--- src/okl_pkg.sv ---
`timescale 1ns / 1ps
// ----------------------------------------------------------------------------
// okl_pkg
// Shared types and codes for the ordered key list.
// ----------------------------------------------------------------------------
package okl_pkg;

   localparam int DEPTH_DEFAULT    = 64;
   localparam int KEY_BITS_DEFAULT = 32;

   localparam int KEY_W      = 32;
   localparam int COMMAND_W  = 2;
   localparam int STATUS_W   = 2;
   localparam int POSITION_W = 6;
   localparam int COUNT_W    = 7;

   localparam logic [COMMAND_W-1:0] CMD_APPEND = 2'd0;
   localparam logic [COMMAND_W-1:0] CMD_SEARCH = 2'd1;
   localparam logic [COMMAND_W-1:0] CMD_DELETE = 2'd2;
   localparam logic [COMMAND_W-1:0] CMD_CLEAR  = 2'd3;

   localparam logic [STATUS_W-1:0] STAT_OK   = 2'd0;
   localparam logic [STATUS_W-1:0] STAT_FULL = 2'd1;
   localparam logic [STATUS_W-1:0] STAT_MISS = 2'd2;

   typedef struct packed {
      logic [COMMAND_W-1:0]    command;
      logic signed [KEY_W-1:0] key;
   } okl_req_type;

   typedef struct packed {
      logic [STATUS_W-1:0]   status;
      logic [POSITION_W-1:0] position;
      logic [COUNT_W-1:0]    count;
   } okl_rsp_type;

endpackage

--- src/okl_key_ram.sv ---
`timescale 1ns / 1ps
// ----------------------------------------------------------------------------
// okl_key_ram
// Key storage: one write port, one read port, registered read data.
// ----------------------------------------------------------------------------
module okl_key_ram #(
   parameter int DEPTH    = okl_pkg::DEPTH_DEFAULT,
   parameter int KEY_BITS = okl_pkg::KEY_BITS_DEFAULT,
   localparam int ADDR_W  = $clog2(DEPTH)
) (
   input  logic                clock,
   input  logic                wr_en,
   input  logic [ADDR_W-1:0]   wr_addr,
   input  logic [KEY_BITS-1:0] wr_data,
   input  logic [ADDR_W-1:0]   rd_addr,
   output logic [KEY_BITS-1:0] rd_data
);
   import okl_pkg::*;

   logic [KEY_BITS-1:0] mem [DEPTH];
   logic [KEY_BITS-1:0] rd_data_ff;

   always_ff @(posedge clock) begin
      if (wr_en) begin
         mem[wr_addr] <= wr_data;
      end
   end

   always_ff @(posedge clock) begin
      rd_data_ff <= mem[rd_addr];
   end

   assign rd_data = rd_data_ff;

endmodule

--- src/okl_seq.sv ---
`timescale 1ns / 1ps
// ----------------------------------------------------------------------------
// okl_seq
// Command sequencer: appends, clears, scans the store for a key, closes the gap
// after a delete and keeps the entry count.
// ----------------------------------------------------------------------------
module okl_seq #(
   parameter int DEPTH    = okl_pkg::DEPTH_DEFAULT,
   parameter int KEY_BITS = okl_pkg::KEY_BITS_DEFAULT,
   localparam int ADDR_W  = $clog2(DEPTH),
   localparam int CNT_W   = $clog2(DEPTH + 1)
) (
   input  logic                  clock,
   input  logic                  reset,
   input  logic                  req_valid,
   output logic                  req_stall,
   input  okl_pkg::okl_req_type  req_data,
   output logic                  res_valid,
   input  logic                  res_ready,
   output okl_pkg::okl_rsp_type  res_data,
   output logic                  wr_en,
   output logic [ADDR_W-1:0]     wr_addr,
   output logic [KEY_BITS-1:0]   wr_data,
   output logic [ADDR_W-1:0]     rd_addr,
   input  logic [KEY_BITS-1:0]   rd_data
);
   import okl_pkg::*;

   typedef enum logic [3:0] {
      S_IDLE  = 4'b0001,
      S_SCAN  = 4'b0010,
      S_SHIFT = 4'b0100,
      S_RESP  = 4'b1000
   } state_type;

   state_type             state_ff, state_in;
   logic [CNT_W-1:0]      count_ff, count_in;
   logic [ADDR_W-1:0]     idx_ff, idx_in;
   logic [COMMAND_W-1:0]  cmd_ff, cmd_in;
   logic [KEY_BITS-1:0]   key_ff, key_in;
   logic [STATUS_W-1:0]   status_ff, status_in;
   logic [ADDR_W-1:0]     pos_ff, pos_in;

   logic                  accept;
   logic [KEY_BITS-1:0]   req_key;
   logic [CNT_W-1:0]      idx_next;
   logic                  match;

   assign req_stall = (state_ff != S_IDLE);
   assign accept    = req_valid && !req_stall;
   assign req_key   = KEY_BITS'($unsigned(req_data.key));
   assign idx_next  = CNT_W'(idx_ff) + CNT_W'(1);
   assign match     = (rd_data == key_ff);

   always_comb begin
      state_in  = state_ff;
      count_in  = count_ff;
      idx_in    = idx_ff;
      cmd_in    = cmd_ff;
      key_in    = key_ff;
      status_in = status_ff;
      pos_in    = pos_ff;
      rd_addr   = '0;
      wr_en     = 1'b0;
      wr_addr   = '0;
      wr_data   = rd_data;
      case (state_ff)
         S_IDLE: begin
            if (accept) begin
               cmd_in    = req_data.command;
               key_in    = req_key;
               status_in = STAT_OK;
               pos_in    = '0;
               state_in  = S_RESP;
               case (req_data.command)
                  CMD_APPEND: begin
                     if (count_ff >= CNT_W'(DEPTH)) begin
                        status_in = STAT_FULL;
                     end else begin
                        wr_en    = 1'b1;
                        wr_addr  = count_ff[ADDR_W-1:0];
                        wr_data  = req_key;
                        count_in = count_ff + CNT_W'(1);
                     end
                  end
                  CMD_SEARCH, CMD_DELETE: begin
                     if (count_ff == '0) begin
                        status_in = STAT_MISS;
                     end else begin
                        rd_addr  = '0;
                        idx_in   = '0;
                        state_in = S_SCAN;
                     end
                  end
                  CMD_CLEAR: begin
                     count_in = '0;
                  end
                  default: begin
                     state_in = S_RESP;
                  end
               endcase
            end
         end
         S_SCAN: begin
            if (match) begin
               if (cmd_ff == CMD_SEARCH) begin
                  pos_in   = idx_ff;
                  state_in = S_RESP;
               end else if (idx_next < count_ff) begin
                  rd_addr  = ADDR_W'(idx_next);
                  idx_in   = ADDR_W'(idx_next);
                  state_in = S_SHIFT;
               end else begin
                  count_in = count_ff - CNT_W'(1);
                  state_in = S_RESP;
               end
            end else if (idx_next >= count_ff) begin
               status_in = STAT_MISS;
               state_in  = S_RESP;
            end else begin
               rd_addr = ADDR_W'(idx_next);
               idx_in  = ADDR_W'(idx_next);
            end
         end
         S_SHIFT: begin
            wr_en   = 1'b1;
            wr_addr = idx_ff - ADDR_W'(1);
            wr_data = rd_data;
            if (idx_next < count_ff) begin
               rd_addr = ADDR_W'(idx_next);
               idx_in  = ADDR_W'(idx_next);
            end else begin
               count_in = count_ff - CNT_W'(1);
               state_in = S_RESP;
            end
         end
         S_RESP: begin
            if (res_ready) begin
               state_in = S_IDLE;
            end
         end
         default: begin
            state_in = S_IDLE;
         end
      endcase
   end

   always_ff @(posedge clock) begin
      if (reset) begin
         state_ff <= S_IDLE;
         count_ff <= '0;
      end else begin
         state_ff <= state_in;
         count_ff <= count_in;
      end
   end

   always_ff @(posedge clock) begin
      idx_ff    <= idx_in;
      cmd_ff    <= cmd_in;
      key_ff    <= key_in;
      status_ff <= status_in;
      pos_ff    <= pos_in;
   end

   assign res_valid         = (state_ff == S_RESP);
   assign res_data.status   = status_ff;
   assign res_data.position = POSITION_W'(pos_ff);
   assign res_data.count    = COUNT_W'(count_ff);

   // count never exceeds capacity
   assert property (@(posedge clock) disable iff (reset)
      count_ff <= CNT_W'(DEPTH))
      else $error("entry count above capacity");

   // scanning only within the filled part of the store
   assert property (@(posedge clock) disable iff (reset)
      (state_ff == S_SCAN || state_ff == S_SHIFT) |-> (CNT_W'(idx_ff) < count_ff))
      else $error("scan index outside filled entries");

   // writes stay at or below the tail
   assert property (@(posedge clock) disable iff (reset)
      wr_en |-> (CNT_W'(wr_addr) <= count_ff))
      else $error("store write beyond tail");

   // a shift step writes one place below the read it consumes
   assert property (@(posedge clock) disable iff (reset)
      (state_ff == S_SHIFT) |-> (cmd_ff == CMD_DELETE && idx_ff != '0))
      else $error("shift outside a delete");

   // reset returns the sequencer to idle
   assert property (@(posedge clock)
      reset |=> (state_ff == S_IDLE && count_ff == '0))
      else $error("sequencer not idle after reset");

endmodule

--- src/ordered_key_list.sv ---
`timescale 1ns / 1ps
// ----------------------------------------------------------------------------
// ordered_key_list
// Bounded list of keys in insertion order with append, search, delete of the
// first match and clear.
// ----------------------------------------------------------------------------
// One request is worked at a time. Append and clear, and search or delete on
// an empty list, reach the output through the sequencer's response state and
// then the output register. Search and delete walk the key memory through its
// single read port, one entry per cycle, and a delete closes the gap with one
// read-and-write per moved entry. A result waiting in the output register
// does not hold off acceptance of the next request. The key memory needs no
// clearing after reset; the entry count alone marks which entries are live.
module ordered_key_list #(
   parameter int DEPTH    = okl_pkg::DEPTH_DEFAULT,
   parameter int KEY_BITS = okl_pkg::KEY_BITS_DEFAULT
) (
   input  logic                 clock,
   input  logic                 reset,
   input  logic                 req_valid,
   output logic                 req_stall,
   input  okl_pkg::okl_req_type req_data,
   output logic                 rsp_valid,
   input  logic                 rsp_stall,
   output okl_pkg::okl_rsp_type rsp_data
);
   import okl_pkg::*;

   localparam int ADDR_W = $clog2(DEPTH);

   logic                wr_en;
   logic [ADDR_W-1:0]   wr_addr;
   logic [KEY_BITS-1:0] wr_data;
   logic [ADDR_W-1:0]   rd_addr;
   logic [KEY_BITS-1:0] rd_data;

   logic                res_valid;
   logic                res_ready;
   okl_rsp_type         res_data;

   logic                rsp_valid_ff, rsp_valid_in;
   okl_rsp_type         rsp_data_ff, rsp_data_in;

   okl_key_ram #(
      .DEPTH    (DEPTH),
      .KEY_BITS (KEY_BITS)
   ) u_ram (
      .clock   (clock),
      .wr_en   (wr_en),
      .wr_addr (wr_addr),
      .wr_data (wr_data),
      .rd_addr (rd_addr),
      .rd_data (rd_data)
   );

   okl_seq #(
      .DEPTH    (DEPTH),
      .KEY_BITS (KEY_BITS)
   ) u_seq (
      .clock     (clock),
      .reset     (reset),
      .req_valid (req_valid),
      .req_stall (req_stall),
      .req_data  (req_data),
      .res_valid (res_valid),
      .res_ready (res_ready),
      .res_data  (res_data),
      .wr_en     (wr_en),
      .wr_addr   (wr_addr),
      .wr_data   (wr_data),
      .rd_addr   (rd_addr),
      .rd_data   (rd_data)
   );

   // output register
   assign res_ready = !rsp_valid_ff || !rsp_stall;

   always_comb begin
      rsp_valid_in = rsp_valid_ff;
      rsp_data_in  = rsp_data_ff;
      if (res_ready) begin
         rsp_valid_in = res_valid;
         rsp_data_in  = res_data;
      end
   end

   always_ff @(posedge clock) begin
      if (reset) begin
         rsp_valid_ff <= 1'b0;
      end else begin
         rsp_valid_ff <= rsp_valid_in;
      end
   end

   always_ff @(posedge clock) begin
      rsp_data_ff <= rsp_data_in;
   end

   assign rsp_valid = rsp_valid_ff;
   assign rsp_data  = rsp_data_ff;

endmodule

--- config.mk ---
export PLATFORM = sky130hd
export DESIGN_NAME = ordered_key_list
export DESIGN_NICKNAME = d
export VERILOG_FILES = /design/src/okl_pkg.sv /design/src/okl_key_ram.sv /design/src/okl_seq.sv /design/src/ordered_key_list.sv
export SDC_FILE = /design/constraint.sdc
export NUM_CORES = 2
export LEC_CHECK = 0
export BUFFER_PORTS_ARGS = -buffer_cell sky130_fd_sc_hd__buf_2
export CAP_MARGIN = 30
export CELL_PAD_IN_SITES_DETAIL_PLACEMENT = 1
export CELL_PAD_IN_SITES_GLOBAL_PLACEMENT = 1
export CORE_ASPECT_RATIO = 0.8
export CORE_UTILIZATION = 54
export DETAILED_ROUTE_END_ITERATION = 6
export PLACE_DENSITY_LB_ADDON = 0.1
export REMOVE_ABC_BUFFERS = 1
export SYNTH_ARGS = -nofsm -noshare
export SYNTH_HDL_FRONTEND = slang
export SYNTH_SLANG_ARGS = --single-unit
--- constraint.sdc ---
create_clock -name clock -period 5.4 [get_ports clock]
set_clock_uncertainty 0.1 [all_clocks]
set_input_delay 0.54 -clock clock [delete_from_list [all_inputs] [get_ports clock]]
set_output_delay 0.54 -clock clock [all_outputs]
set_load 0.02 [all_outputs]
==> impl_metrics.env <==
export IMPL_clockBufferDepth=3
export IMPL_port_buffers=54
export IMPL_initial_core_util_pct=54.7
export IMPL_routed_wl_um=309000
export IMPL_synthArstFlopShare_pct=0
export IMPL_outcome="finished, violations left"
export IMPL_area_delta_synth_final_pct=15.8
export IMPL_rsz0062_at_grt="no"
export IMPL_yosysWarnings=0
export IMPL_path_clk_slew_ns=0.07
export IMPL_critPathArrivalTime_ns=5.88
export IMPL_final_nets=5675
export IMPL_crit_type="reg2reg"
export IMPL_cp_start_kind="register"
export IMPL_hold_depth=2
export IMPL_internal_power_mw=26.8
export IMPL_setup_violations=0
export IMPL_power_frac_comb_pct=4.2
export IMPL_n_fill_cell=13600
export IMPL_switchingPower_mw=7.49
export IMPL_synth_ff_type="edfxtp_1"
export IMPL_antenna_found_initial=12
export IMPL_synth_seq_cells=2155
export IMPL_p_per_area_mw_per_mm2=348
export IMPL_synth_top_area_share_pct=74.5
export IMPL_syn_area_mm2=0.0851
export IMPL_p_leak_nw=31.4
export IMPL_peakVddDrop_mv=0.453
export IMPL_cp_end_kind="register"
export IMPL_place_hpwl_um=186000
export IMPL_period_needed_ns=5.29
export IMPL_coreArea_mm2=0.155
export IMPL_fin_cells=7887
export IMPL_globalRouteTotalUtil_pct=38.7
export IMPL_pwr_share_clk_pct=41.0
export IMPL_required_ns=5.99
export IMPL_syn_avg_cell_area_um2=16.2
export IMPL_clock_sinks=2155
export IMPL_synthTopCellsByArea="edfxtp_1, mux2i_1, o22ai_1, o21ai_0, a21o_1"
export IMPL_timing_hold_ws_ns=0.338
export IMPL_dp_cells=7474
export IMPL_insertion_delay_ns=0.85
export IMPL_hp_class="in2reg"
export IMPL_cts_tree="built"
export IMPL_drt_pass1_iterations=7
export IMPL_synth_edff_count=2111
export IMPL_fin_crit_sh_pct=98.0
export IMPL_gp_congestion=0.953
export IMPL_htreeDepth=4
export IMPL_drc=1
export IMPL_switching_share_pct=21.8
export IMPL_violations="DRC"
export IMPL_synth_distinct_cells=70
export IMPL_num_io_pins=55
export IMPL_p_seq_share_pct=54.8
export IMPL_crit_fanout=16
export IMPL_num_rows=129
export IMPL_drt_iter0_drc=8890
export IMPL_drv_slew=0
export IMPL_ant_nets=0
export IMPL_worst_slew_pin_slew_ns=1.14
export IMPL_fmax_ghz=0.189
export IMPL_grt_pass1_wl_um=428000
export IMPL_vias=55600
export IMPL_reg2regPathDepth=21
export IMPL_fp_dieW_um=446
export IMPL_overflow=0
export IMPL_dieArea_mm2=0.159
export IMPL_postSynthCellCount=5255
export IMPL_via_per_inst=7.05
export IMPL_yosysSeqAreaShare_pct=75.6
export IMPL_first_global_vias=55200
export IMPL_drive_gt1_share_pct=15.5
export IMPL_wl_per_cell_um=39.2
export IMPL_cts_inserted_buffers=204
export IMPL_hold_violations=0
export IMPL_yosysTopAreaCell="edfxtp_1"
export IMPL_maxCapViolCount=0
export IMPL_root_buffer="clkbuf_16"
export IMPL_die_h_um=357
export IMPL_grt_max_degree=139
export IMPL_slew_headroom_pct=24.3
## state kept, by name, indices dropped and copies added, names as in the netlist
signal	count
u_seq.key_ff	32
u_seq.pos_ff	6
u_seq.idx_ff	6
u_ram.rd_data	32
u_ram.mem	2048
rsp_data	15
u_seq.count_ff	7
u_seq.state_ff	4
u_seq.status_ff	2
rsp_valid	1
u_seq.cmd_ff	2
## placed cells by master, fill, tap and decap left out, types with 106 or more instances in the layout
master	count
clkbuf_16	212
nand3_1	230
o22ai_1	257
a21o_1	176
mux2i_1	655
buf_4	316
o21ai_0	312
o2111ai_1	111
and3_1	106
edfxtp_1	2111
nand2_1	181
## metrics by stage
stage | setup slack, ns | utilization, % | setup TNS [ns] | total power, mW | instance area, µm²
5_1_grt | 0.00393 | 63.4 | 0 | 34.9 | 98500
6_report | 0.108 | 63.4 | 0 | 34.3 | 98500
2_1_floorplan | -21.57 | - | - | 19.7 | 83600
3_3_place_gp | -0.121 | 58.6 | -0.121 | 20.4 | 91000
3_5_place_dp | 0.172 | 59.0 | 0 | 20.5 | 91700
4_1_cts | 0.118 | 63.4 | 0 | 34.3 | 98500
## repair_timing
item,in CTS,in global routing
hold buffers,36,0
endpoints found under the hold margin,45,0
gates resized for setup,0,6
endpoints found under the setup margin,0,6
buffers inserted,0,0
## routing by layer
layer	global-route usage, %	part of all wire (%)	vias to the layer above
li1	-	-	21700
met1	56.5	39	29100
met2	56.5	43	4039
met3	8.98	13	726
met4	15.4	4.5	8
met5	0	0.017	-
## power groups by stage
stage / sequential [mW] / combinational (mW) / clock [mW]
after detailed placement: 19.2 / 1.37 / 0
after floorplan: 19.2 / 0.561 / 0
after CTS: 18.8 / 1.40 / 14.1
after global placement: 19.2 / 1.22 / 0
final: 18.8 / 1.44 / 14.1
after global routing: 18.8 / 1.48 / 14.7
## final cells by class
cell class | count | area (µm²) | area share [%]
Sequential cell | 2155 | 64300 | 65.2
Clock inverter | 101 | 749 | 0.761
Multi-Input combinational cell | 2725 | 20000 | 20.3
Clock buffer | 273 | 5640 | 5.73
Tap cell | 2096 | 2620 | 2.66
Antenna cell | 1 | 2.50 | 0.00254
Inverter | 20 | 82.6 | 0.0838
Timing Repair Buffer | 516 | 5180 | 5.26
## cells in the mapped netlist, types with 9 or more instances
library cell / number
inv_1: 19
nand4_1: 13
and3_1: 107
o31ai_1: 72
nor2_1: 95
a21oi_1: 92
a21boi_0: 97
edfxtp_1: 2111
o21ai_0: 312
nor4_1: 12
buf_2: 112
mux2i_1: 655
dfxtp_1: 44
nand2_1: 215
xor2_1: 37
o41ai_1: 31
nor3_1: 32
buf_1: 15
ha_1: 15
clkbuf_1: 224
o22ai_1: 257
o2111ai_1: 111
a22oi_1: 28
nand3_1: 231
a211oi_1: 9
a21o_1: 177
## logic make-up after synthesis
group | after synthesis | share of synthesized area (%)
flip-flops | 2155 | 75.6
AO/OA/AOI/OAI | 1261 | 9.87
AND/OR/NAND/NOR | 743 | 4.22
multiplexers | 665 | 7.87
buffers and inverters | 375 | 1.84
XOR/XNOR | 41 | 0.422
adder cells (fa/ha/maj) | 15 | 0.221
## path summary, 6_finish.rpt
check | slack [ns] | start | endpoint
max | 0.11 | u_seq.idx_ff[1]$_DFFE_PP_ | u_ram.rd_data[18]$_DFF_P_
min | 0.34 | req_data[7] | u_seq.key_ff[7]$_DFFE_PP_
max reg2reg | 0.11 | u_seq.idx_ff[1]$_DFFE_PP_ | u_ram.rd_data[18]$_DFF_P_
min reg2reg | 0.34 | u_seq.pos_ff[5]$_SDFFCE_PN0P_ | rsp_data[12]$_DFFE_PN_
## critical path: stages, from the launching register on
cell and delay [ns]:
edfxtp_1 0.48, ha_1 0.28, nand3_1 0.13, xor2_1 0.21, inv_1 0.17, ha_1 0.22
a21o_1 0.18, a21oi_1 0.22, nand2_1 0.09, a31o_2 0.27, inv_1 0.15, ha_1 0.23
a32oi_4 0.15, nand4_1 0.30, buf_12 0.24, buf_4 0.37, buf_4 0.28, o22ai_1 0.12
nor3_1 0.41, buf_4 0.28, buf_4 0.14, o2111ai_1 0.09
No activity file was read; power rests on OpenSTA's default activity.
